### src/sv/rhn_pkg.sv
package rhn_pkg;

  localparam int COUNT_BITS  = 24;
  localparam int NUM_BINS    = 256;
  localparam int BIN_BITS    = $clog2(NUM_BINS);
  localparam int NUM_CH      = 3;
  localparam int OP_BITS     = 2;

  // level = floor(count * FULL_SCALE / peak), units of 1/256 percent
  localparam int FULL_SCALE  = 25600;
  localparam int LEVEL_BITS  = 15;
  localparam int PROD_BITS   = COUNT_BITS + LEVEL_BITS;
  localparam int STEP_BITS   = $clog2(LEVEL_BITS);

  localparam int QUEUE_DEPTH = 4;
  localparam int QPTR_BITS   = $clog2(QUEUE_DEPTH);

  localparam int S_DATA_BITS = ((NUM_CH * BIN_BITS + BIN_BITS + 7) / 8) * 8;
  localparam int M_DATA_BITS = ((NUM_CH * LEVEL_BITS + 7) / 8) * 8;

  typedef logic [COUNT_BITS-1:0] count_t;
  typedef logic [LEVEL_BITS-1:0] level_t;
  typedef logic [BIN_BITS-1:0]   bin_t;
  typedef logic [PROD_BITS-1:0]  prod_t;

  typedef enum logic [OP_BITS-1:0] {
    OP_CLEAR = 2'd0,
    OP_ADD   = 2'd1,
    OP_READ  = 2'd2,
    OP_NOP   = 2'd3
  } op_e;

  typedef enum logic [1:0] {
    K_CLEAR,
    K_ADD,
    K_READ
  } kind_e;

  typedef enum logic [2:0] {
    ST_IDLE,
    ST_BUMP,
    ST_MUL,
    ST_LOAD,
    ST_DIV,
    ST_OUT
  } state_e;

  // one queued operation; addr holds the bin per channel (red, green, blue)
  typedef struct packed {
    kind_e                   kind;
    bin_t [NUM_CH-1:0]       addr;
  } qitem_t;

  typedef struct packed {
    logic rd;
    logic upd;
    logic clr;
  } chan_ctrl_t;

endpackage

### src/sv/rhn_front.sv
module rhn_front (
  input  logic                              clk_i,
  input  logic                              rst_ni,
  input  logic                              s_tvalid_i,
  output logic                              s_tready_o,
  input  logic [rhn_pkg::S_DATA_BITS-1:0]   s_tdata_i,
  input  logic [rhn_pkg::OP_BITS-1:0]       s_tuser_i,
  output logic                              q_valid_o,
  output rhn_pkg::qitem_t                   q_item_o,
  input  logic                              q_pop_i
);
  import rhn_pkg::*;

  localparam logic [QPTR_BITS:0] QCNT_FULL = (QPTR_BITS+1)'(QUEUE_DEPTH);

  qitem_t               queue_q [QUEUE_DEPTH];
  logic [QPTR_BITS-1:0] wr_ptr_q, wr_ptr_d, rd_ptr_q, rd_ptr_d;
  logic [QPTR_BITS:0]   cnt_q, cnt_d;
  logic                 accept, push, pop;
  op_e                  op;
  qitem_t               item;

  assign s_tready_o = (cnt_q != QCNT_FULL);
  assign accept     = s_tvalid_i && s_tready_o;
  assign op         = op_e'(s_tuser_i);

  // classify: unused op code is taken and dropped
  always_comb begin
    item.kind = K_CLEAR;
    for (int ch = 0; ch < NUM_CH; ch++) begin
      item.addr[ch] = s_tdata_i[ch*BIN_BITS +: BIN_BITS];
    end
    push = 1'b0;
    unique case (op)
      OP_CLEAR: begin
        item.kind = K_CLEAR;
        push      = accept;
      end
      OP_ADD: begin
        item.kind = K_ADD;
        push      = accept;
      end
      OP_READ: begin
        item.kind = K_READ;
        for (int ch = 0; ch < NUM_CH; ch++) begin
          item.addr[ch] = s_tdata_i[NUM_CH*BIN_BITS +: BIN_BITS];
        end
        push = accept;
      end
      OP_NOP: begin
        push = 1'b0;
      end
    endcase
  end

  assign q_valid_o = (cnt_q != '0);
  assign q_item_o  = queue_q[rd_ptr_q];
  assign pop       = q_pop_i && q_valid_o;

  always_comb begin
    wr_ptr_d = push ? wr_ptr_q + 1'b1 : wr_ptr_q;
    rd_ptr_d = pop ? rd_ptr_q + 1'b1 : rd_ptr_q;
    unique case ({push, pop})
      2'b10:   cnt_d = cnt_q + 1'b1;
      2'b01:   cnt_d = cnt_q - 1'b1;
      default: cnt_d = cnt_q;
    endcase
  end

  always_ff @(posedge clk_i or negedge rst_ni) begin
    if (!rst_ni) begin
      wr_ptr_q <= '0;
      rd_ptr_q <= '0;
      cnt_q    <= '0;
    end else begin
      wr_ptr_q <= wr_ptr_d;
      rd_ptr_q <= rd_ptr_d;
      cnt_q    <= cnt_d;
    end
  end

  always_ff @(posedge clk_i) begin
    if (push) begin
      queue_q[wr_ptr_q] <= item;
    end
  end

`ifndef NO_ASSERTIONS
  a_cnt_bound: assert property (@(posedge clk_i) disable iff (!rst_ni)
    cnt_q <= QCNT_FULL)
    else $error("queue count beyond depth");

  a_nop_dropped: assert property (@(posedge clk_i) disable iff (!rst_ni)
    (accept && op == OP_NOP && !pop) |=> cnt_q == $past(cnt_q))
    else $error("unused op code entered the queue");
`endif

endmodule

### config.mk
export PLATFORM = sky130hd
export DESIGN_NAME = rhn_front
export DESIGN_NICKNAME = d
export VERILOG_FILES = /design/src/sv/rhn_pkg.sv /design/src/sv/rhn_front.sv
export SDC_FILE = /design/constraint.sdc
export NUM_CORES = 1
export LEC_CHECK = 0
export BUFFER_PORTS_ARGS = -buffer_cell sky130_fd_sc_hd__buf_2
export CORE_UTILIZATION = 56
export DETAILED_ROUTE_END_ITERATION = 6
export PLACE_DENSITY = 0.9
export RECOVER_POWER = 100
export SETUP_SLACK_MARGIN = 0.2
export SYNTH_ARGS = -nofsm -noshare
export SYNTH_HDL_FRONTEND = slang
export SYNTH_SLANG_ARGS = --single-unit
### constraint.sdc
create_clock -name clk_i -period 2.8 [get_ports clk_i]
set_input_delay 0.84 -clock clk_i [delete_from_list [all_inputs] [get_ports clk_i]]
set_output_delay 0.84 -clock clk_i [all_outputs]
set_load 0.03 [all_outputs]
After elaboration in Yosys (flattened, before gate mapping)
Memories as Yosys holds them, arrays and structs flattened.
Index checks and enable logic that the tools add are counted.
W data, S select, Z words.
- memories: 1
- register bits: 7
- RAM bits: 104
- input bits: 38
- logic and storage cells: 26
- memories (name ; depth ; bits a word ; read ports ; clocked after Yosys merged registers in ; write ports ; RTL line ; source):
    queue_q ; 4 ; 26 ; 1 ; 0 ; 1 ; rhn_front.sv:16 ; qitem_t queue_q [QUEUE_DEPTH];
- equal/unequal tests: 6
- add/sub/neg operators: 4
- reduce and logical (&&, ||, !) cells: 6
- muxes and demuxes: 6
- operators with widths (kind ; count):
    $mux W24 ; 1
    $eq A2 B2 Y1 const B ; 3
    $pmux W3 S2 ; 1
    $add A2 B1 Y2 const B ; 2
    $eq A2 B1 Y1 const B ; 2
    $pmux W2 S2 ; 1
    $add A3 B1 Y3 const B ; 1
    $ne A3 B3 Y1 const B ; 1
    $reduce_bool A3 Y1 ; 1
    $reduce_or A3 Y1 ; 1
    $sub A3 B1 Y3 const B ; 1
    $logic_and A1 B1 Y1 ; 2
    $logic_not A2 Y1 ; 1
    $mux W1 ; 2
    $pmux W1 S2 ; 1
    $reduce_bool A2 Y1 ; 1

Depth between registers and ports, before layout
Gate-level depths: netlist of the first run.
- word-level depth: 5
- mapped depth: 10

Worst setup path before layout of the first run
No wires, ideal clock.
- kind: reg2reg
- start point: reg cnt_q[0]
- end point: reg cnt_q[2]
- arrival time: 2288 ps
- period minus slack after synthesis: 2367 ps
- stages on the path, launching flop included: 11
- data required time: 2721 ps
- setup slack: 433 ps
- path through: dfrtp_1 > or3b_1 > and3_1 > buf_6 > inv_1 > ha_1 > inv_1 > fa_1 > xor2_1 > nor2_1 > xor2_1
- cells in the longest elaborated chain, start to end: 5
- elaborated cells between the ends (all ways): 11
- those cells by class: add/sub (2); eq/ne (3); mux (2); reduce/logical (4)
- RTL lines (element ; RTL line ; source):
    from (decl) ; rhn_front.sv:18 ; logic [QPTR_BITS:0] cnt_q, cnt_d;
    from (signal assigned) ; rhn_front.sv:78 ; cnt_q <= cnt_d;
    $ne A3 B3 Y1 (*) ; rhn_front.sv:23 ; assign s_tready_o = (cnt_q != QCNT_FULL);
    net s_tready_o ; rhn_front.sv:5 ; output logic s_tready_o,
    $logic_and A1 B1 Y1 (*) ; rhn_front.sv:24 ; assign accept = s_tvalid_i && s_tready_o;
    $pmux W1 S2 (*) ; rhn_front.sv:34 ; unique case (op)
    $eq A2 B1 Y1 or $eq A2 B2 Y1 (tied branches) ; rhn_front.sv:63 ; unique case ({push, pop})
    $pmux W3 S2 or $reduce_bool A2 Y1 (tied branches) ; - ;
The timed path passes the listed nets; every way through them passes the cells marked *.
A chain may end at the register's enable or synchronous reset.

==> results by group, run 1 <==
Synthesis
  – Synth Instances: approximately 240
  – Mapped cell area: roughly 4400 um2
  – Post-synth top area cell: edfxtp_1
  – Syn nets: approximately 280
  – Post-synth top area share: 70.63%
  – Primary FF master, synth: edfxtp_1
  – Post-synthesis sequential area ratio: 74.59%
  – Top cells by count, synth: 104 x edfxtp_1, 58 x nand2_1, 26 x mux4_2, 7 x dfrtp_1, 6 x inv_1
  – Synth async-reset ratio: between 6 and 7%
  – EDFF count, synth: about 100
  – Ranking of synthesized cells by area: edfxtp_1 71%, mux4_2 13%, nand2_1 4.9%
  – Most common cell in the netlist: edfxtp_1
  – Distinct cell type count after synthesis: 26
  – Syn Area/Cell: about 19 um2
  – Ys Warns: 0
  – Post-synthesis register bit count: about 110

Power
  – Power per cell area: between 1000 and 1500 nW/um2
  – Worst vdd ir: roughly 0.49 mV
  – Leak: 1.919 nW

CTS
  – H-tree Lvls: 3
  – Clk pin slew, worst setup/hold paths: 0.10 ns
  – Root buffer cell: clkbuf_8
  – Inserted Clock Buffers: 9
  – CTS tree: done
  – Sink Count: ~110
  – Bufs on Longest Clock Path: 2
  – Insertion delay to the later sink of the worst-skew pair: about 0.36 ns

Worst setup path
  – Crit path from: rd_ptr_q[0]$_DFFE_PN0P_
  – Worst-path maximum fanout: 5
  – CP startpoint kind: register
  – Crit path to: q_item_o[22]
  – Reg2Reg Depth: 4
  – CP Capture Type: output port
  – CP Data Required Time: between 1.5 and 2 ns
  – Arrival time worst endpoint: ~1.8 ns
  – FF-to-FF Start: cnt_q[2]$_DFFE_PN0P_
  – Worst setup path class: register to output port
  – R2r setup slk: approximately 0.27 ns
  – Reg2reg end: queue_q[0][17]$_DFFE_PP_

STA
  – Final Hold Fails: 0
  – Setup TNS: 0 ns
  – Slew @ Worst Pin: 0.8109 ns
  – Minimum clock period: between 2 and 3 ns
  – Final Setup Violations: 0
  – Relative slew margins: 45.91%
  – Min Hold Slack: roughly 0.37 ns
  – Layout Skew: around 0.01 ns
  – Peak Freq: between 300 and 400 MHz
  – Fin. max-slew vios: 0
  – RSZ-0062 raised after global routing: true
  – Final Cycle Share: between 90% and 100%

Drt
  – Vias/cell: 5.603
  – Iteration-0 DRC Markers: between 100 and 150
  – Routed WL per cell: approximately 20 um
  – Vias: 2370
  – Final routed DRC violation total: 0
  – Drt first pass iters: 4
  – Detailed Route WL: about 8300 um
  – Antenna-violating nets left: 0

Global routing
  – Total global routing track utilization: 21.62%
  – Global-route wire length before repair: around 13000 um
  – GRT overflow: 0
  – Vias in the first global route: 2433
  – Initial antenna violation count: 0
  – Largest net degree at the start of global routing: 27

Cells and area
  – Ant diodes: 0
  – Fin nets: 360
  – Area growth syn-to-layout: 15.51%
  – Share of cells above drive strength 1: between 30 and 40%
  – Core Util, Final: around 66%

Placement
  – Port-buffer cells: 65
  – Routability congestion estimate: between 0.7 and 0.8
  – Detail Placement HPWL: ~5600 um

Floorplanning
  – I/O pins: 66
  – Core area: ~7700 um2
  – Die span in x: between 90 and 100 um
  – Rows: 32
  – Die Footprint: a little over 8000 um2
  – Die height: around 91 um
  – Starting density of the core: a little under three fifths

Status
  – Outcome: completed

Run
  – Max-cap violation count: 0

Hold path
  – Worst min-delay path class: input port to async pin
==> metrics by stage <==
stage               instance area, um2  power [mW]  setup slack, ns  cells
detailed placement                4927       4.307           0.3500    405
finish                            5107       5.178           0.1629    423
global placement                  4927       4.241           0.4351    405
global route                      5107       5.405          0.08549    423
floorplan                         4422       3.708           0.4330    237
CTS                               5154       5.277           0.1806    423
==> cells in the final DEF, fill, tap and decap left out <==
cell          n
buf_2        39
clkinv_4      1
o31a_2        1
edfxtp_1    104
clkinvlp_4    1
nor2_1        1
and2_2        2
nor2b_1       1
mux2_1        1
buf_6         1
mux2i_1       1
ha_1          5
dfrtp_2       1
xnor2_1       3
inv_1         6
clkinv_1      1
nand2_1      58
and2_0        1
and2_1        1
or3b_1        1
mux4_2       26
clkbuf_2     15
clkbuf_1     15
buf_4         7
dfrtp_1       6
fa_1          1
clkbuf_8     11
clkinv_2      2
nand2b_1      1
buf_12        1
bufinv_16     1
or3_2         1
and3_1        1
xor2_1        3
==> logic make-up (layout without fill, tap and decap cells) <==
kind of cell,after synthesis,count (layout),share of synthesized area (%)
flip-flops,111,111,74.59
AND/OR/NAND/NOR,68,68,6.452
XOR/XNOR,6,6,1.189
buffers and inverters,17,101,1.867
adder cells (fa/ha/maj),6,6,1.868
multiplexers,28,28,13.81
AO/OA/AOI/OAI,1,1,0.2264
==> flip-flops by register name, indices dropped and copies added, names as in the netlist <==
| signal | cells |
|---|---|
| queue_q | 104 |
| wr_ptr_q | 2 |
| rd_ptr_q | 2 |
| cnt_q | 3 |
==> how the worst min path moves through the flow <==
stage / from / endpoint / slack (ns) / cells after the start
CTS: rst_ni / cnt_q[1]$_DFFE_PN0P_ / 0.29 / 1
global placement: cnt_q[2]$_DFFE_PN0P_ / cnt_q[2]$_DFFE_PN0P_ / 0.50 / 1
global route: rst_ni / cnt_q[2]$_DFFE_PN0P_ / 0.38 / 1
finish: rst_ni / cnt_q[1]$_DFFE_PN0P_ / 0.37 / 1
floorplan: cnt_q[2]$_DFFE_PN0P_ / cnt_q[2]$_DFFE_PN0P_ / 0.47 / 1
detailed placement: cnt_q[2]$_DFFE_PN0P_ / cnt_q[2]$_DFFE_PN0P_ / 0.50 / 1
==> critical path, cell delays in order (launching register included) <==
cell and delay, ns:
dfrtp_2 0.47, clkbuf_1 0.21, mux4_2 0.53, clkbuf_1 0.23
==> per-layer routing <==
metal  track usage (%)  up-vias  wire [um]
li1                  -     1057          -
met1             28.89     1200       3328
met2             35.29      107       4298
met3             5.471        6        615
met4             7.011        0         72
met5                 0        -          0
==> power breakdown <==
| part | switching, mW | internal (mW) | leakage [nW] |
|---|---|---|---|
| combinational | 1.21 | 0.746 | 0.780 |
| sequential | 0.114 | 2.15 | 1.03 |
| clock | 0.496 | 0.461 | 0.105 |
| total | 1.82 | 3.36 | 1.92 |
==> repair_timing <==
action | CTS | global route
buffers inserted | 2 | 0
setup endpoints to repair | 22 | 22
pin swaps | 0 | 0
hold buffers | 0 | 0
gates cloned | 0 | 0
resized for setup | 1 | 2
hold endpoints to repair | 0 | 0
==> cell type report <==
| cell class | count | area [um2] |
|---|---|---|
| clock buffers | 11 | 151.4 |
| clock inverters | 5 | 56.30 |
| fillers | 555 | 2580 |
| inverters | 7 | 26.28 |
| multi-input cells | 109 | 1036 |
| flip-flops and latches | 111 | 3299 |
| well taps | 102 | 127.6 |
| repair buffers | 78 | 410.4 |
No activity file was read; power rests on OpenSTA's default activity.
==> inputs of run 2 (changes only) <==
--- a/config.mk
+++ b/config.mk
@@ -6,6 +6,7 @@
 export NUM_CORES = 1
 export LEC_CHECK = 0
 export BUFFER_PORTS_ARGS = -buffer_cell sky130_fd_sc_hd__buf_2
+export CORE_ASPECT_RATIO = 0.75
 export CORE_UTILIZATION = 56
 export DETAILED_ROUTE_END_ITERATION = 6
 export PLACE_DENSITY = 0.9
==> results by group, run 2 (synthesized netlist as in run 1, its figures left out) <==
CTS
  – Bufs on Longest Clock Path: 2 (unchanged)
  – Root buffer cell: clkbuf_8
  – Clk pin slew, worst setup/hold paths: 0.09 ns (about the same)
  – Sink Count: 111 (unchanged)
  – CTS tree: done
  – Insertion delay to the later sink of the worst-skew pair: 0.36 ns (about the same)
  – H-tree Lvls: 3 (unchanged)
  – Post_cts resized: 0 (-1)
  – Inserted Clock Buffers: 9 (unchanged)

Global routing
  – Global-route wire length before repair: 12490 um (-2.5%)
  – Initial antenna violation count: 0 (unchanged)
  – GRT overflow: 0 (unchanged)
  – Total global routing track utilization: 21.32% (-0.30 points)
  – Largest net degree at the start of global routing: 29 (+7.4%)
  – Vias in the first global route: 2393 (-1.6%)

Hold path
  – Worst min-delay path class: input port to async pin

STA
  – Slew @ Worst Pin: 0.7870 ns (-0.02393 ns)
  – Final Cycle Share: 93.58% (-0.60 points)
  – Final Hold Fails: 0 (unchanged)
  – Fin. max-slew vios: 0 (unchanged)
  – Setup TNS: 0 ns (unchanged)
  – Final Setup Violations: 0 (unchanged)
  – Peak Freq: 381.6 MHz (+0.64%)
  – Minimum clock period: 2.620 ns (-0.01683 ns)
  – RSZ-0062 raised after global routing: true
  – Relative slew margins: 47.53% (+1.6 points)
  – Layout Skew: 0.01099 ns (+0.0007810 ns)

Cells and area
  – Core Util, Final: 67.37% (+0.93 points)
  – Most frequent cells in the layout: 104 x edfxtp_1, 58 x nand2_1, 37 x buf_2
  – Fin nets: 356 (-1.1%)
  – Share of cells above drive strength 1: 34.38% (+0.12 points)
  – Largest registers: queue_q (104), cnt_q (3)
  – Largest Register: queue_q
  – Area growth syn-to-layout: 14.26%
  – Ant diodes: 0 (unchanged)
  – Largest register FFs: 104 (unchanged)
  – Most common cell after layout, fill and taps aside: edfxtp_1

Worst setup path
  – Worst setup path class: register to output port
  – Worst-path maximum fanout: 14 (+9)
  – CP startpoint kind: register
  – CP Capture Type: output port
  – Arrival time worst endpoint: 1.78 ns (-0.02 ns)
  – FF-to-FF Start: cnt_q[2]$_DFFE_PN0P_
  – CP Data Required Time: 1.96 ns (about the same)
  – Crit path from: rd_ptr_q[0]$_DFFE_PN0P_

Drt
  – Detailed Route WL: 8254 um (-0.72%)
  – Vias/cell: 5.591 (-0.21%)
  – DRT met1 WL: 3747 um (+13%)
  – Routed wl met2: 3903 um (-9.2%)
  – DR WL met3: 500 um (-19%)
  – Antenna-violating nets left: 0 (unchanged)
  – Final routed DRC violation total: 0 (unchanged)
  – Iteration-0 DRC Markers: 139 (+12%)
  – Vias: 2337 (-1.4%)
  – Drt first pass iters: 4 (unchanged)
  – Top sig layer: met4
  – Routed WL per cell: 19.75 um (+0.47%)

Power
  – Leak: 1.904 nW (-0.77%)
  – Worst vdd ir: 0.4239 mV (-14%)
  – Total power: 5.029 mW (-2.9%)
  – Power per cell area: 995.4 nW/um2 (-1.8%)

Floorplanning
  – Starting density of the core: 58.96% (+1.4 points)
  – Die Footprint: 8259 um2 (about the same)
  – Die span in x: 104.6 um (+15%)
  – Die height: 78.96 um (-13%)
  – Rows: 27 (-16%)
  – Core area: 7500 um2 (-2.4%)
  – I/O pins: 66 (unchanged)

Status
  – Outcome: completed

Placement
  – Port-buffer cells: 65 (unchanged)
  – Routability congestion estimate: 0.7605 (+0.38%)
  – Detail Placement HPWL: 5482 um (-2.0%)

Run
  – Max-cap violation count: 0 (unchanged)
==> run 2: cell count changes in the layout (fill, tap and decap cells not counted), sizes merged <==
cell and delta:
buf -8, bufinv -1, clkbuf +4, inv +1
==> run 2: per-layer routing <==
metal	track usage [%]	vias up
met1	30.03	1177
met4	7.465	0
met3	4.926	8
li1	-	1046
met2	33.51	106
met5	0	-
==> run 2: path summary, 6_finish.rpt <==
check | end | slack, ns | cells after the start
max | q_item_o[6] | 0.18 | 3
min | cnt_q[2]$_DFFE_PN0P_ | 0.36 | 1
max reg2reg | queue_q[0][12]$_DFFE_PP_ | 0.36 | 4
min reg2reg | cnt_q[0]$_DFFE_PN0P_ | 0.55 | 1
max in group asynchronous | wr_ptr_q[0]$_DFFE_PN0P_ | 2.18 | 1
min in group clk_i | cnt_q[0]$_DFFE_PN0P_ | 0.55 | 1
==> run 2: cell type report <==
| class | count | area (um2) |
|---|---|---|
| fillers | 518 | 2447 |
| multi-input cells | 109 | 1033 |
| clock buffers | 11 | 131.4 |
| flip-flops and latches | 111 | 3298 |
| well taps | 101 | 126.4 |
| inverters | 7 | 26.28 |
| repair buffers | 74 | 401.6 |
| clock inverters | 5 | 35.03 |
==> run 2: critical path: stages, from the launching register on <==
cell       delay (ns)
dfrtp_1          0.46
clkbuf_16        0.25
mux4_2           0.52
clkbuf_2         0.20
==> run 2: metrics by stage <==
stage / hold slack [ns] / instance area, um2 / setup WS [ns] / instances
detailed placement: 0.5364 / 4928 / 0.2145 / 401
global placement: 0.4944 / 4928 / 0.3995 / 401
global route: 0.3672 / 5052 / 0.1075 / 418
CTS: 0.2835 / 5095 / 0.1924 / 417
finish: 0.3555 / 5052 / 0.1797 / 418
floorplan: 0.4677 / 4422 / 0.4330 / 237
==> run 2: where the power goes <==
part | internal (mW) | leakage [nW] | switching (mW)
Clock | 0.326 | 0.0837 | 0.496
Sequential | 2.15 | 1.03 | 0.110
Combinational | 0.739 | 0.786 | 1.21
==> run 2: what timing repair did <==
item	4_1_cts	5_1_grt
endpoints found under the hold margin	0	0
gates cloned	0	1
setup buffers	0	0
hold buffers	0	0
setup endpoints to repair	8	26
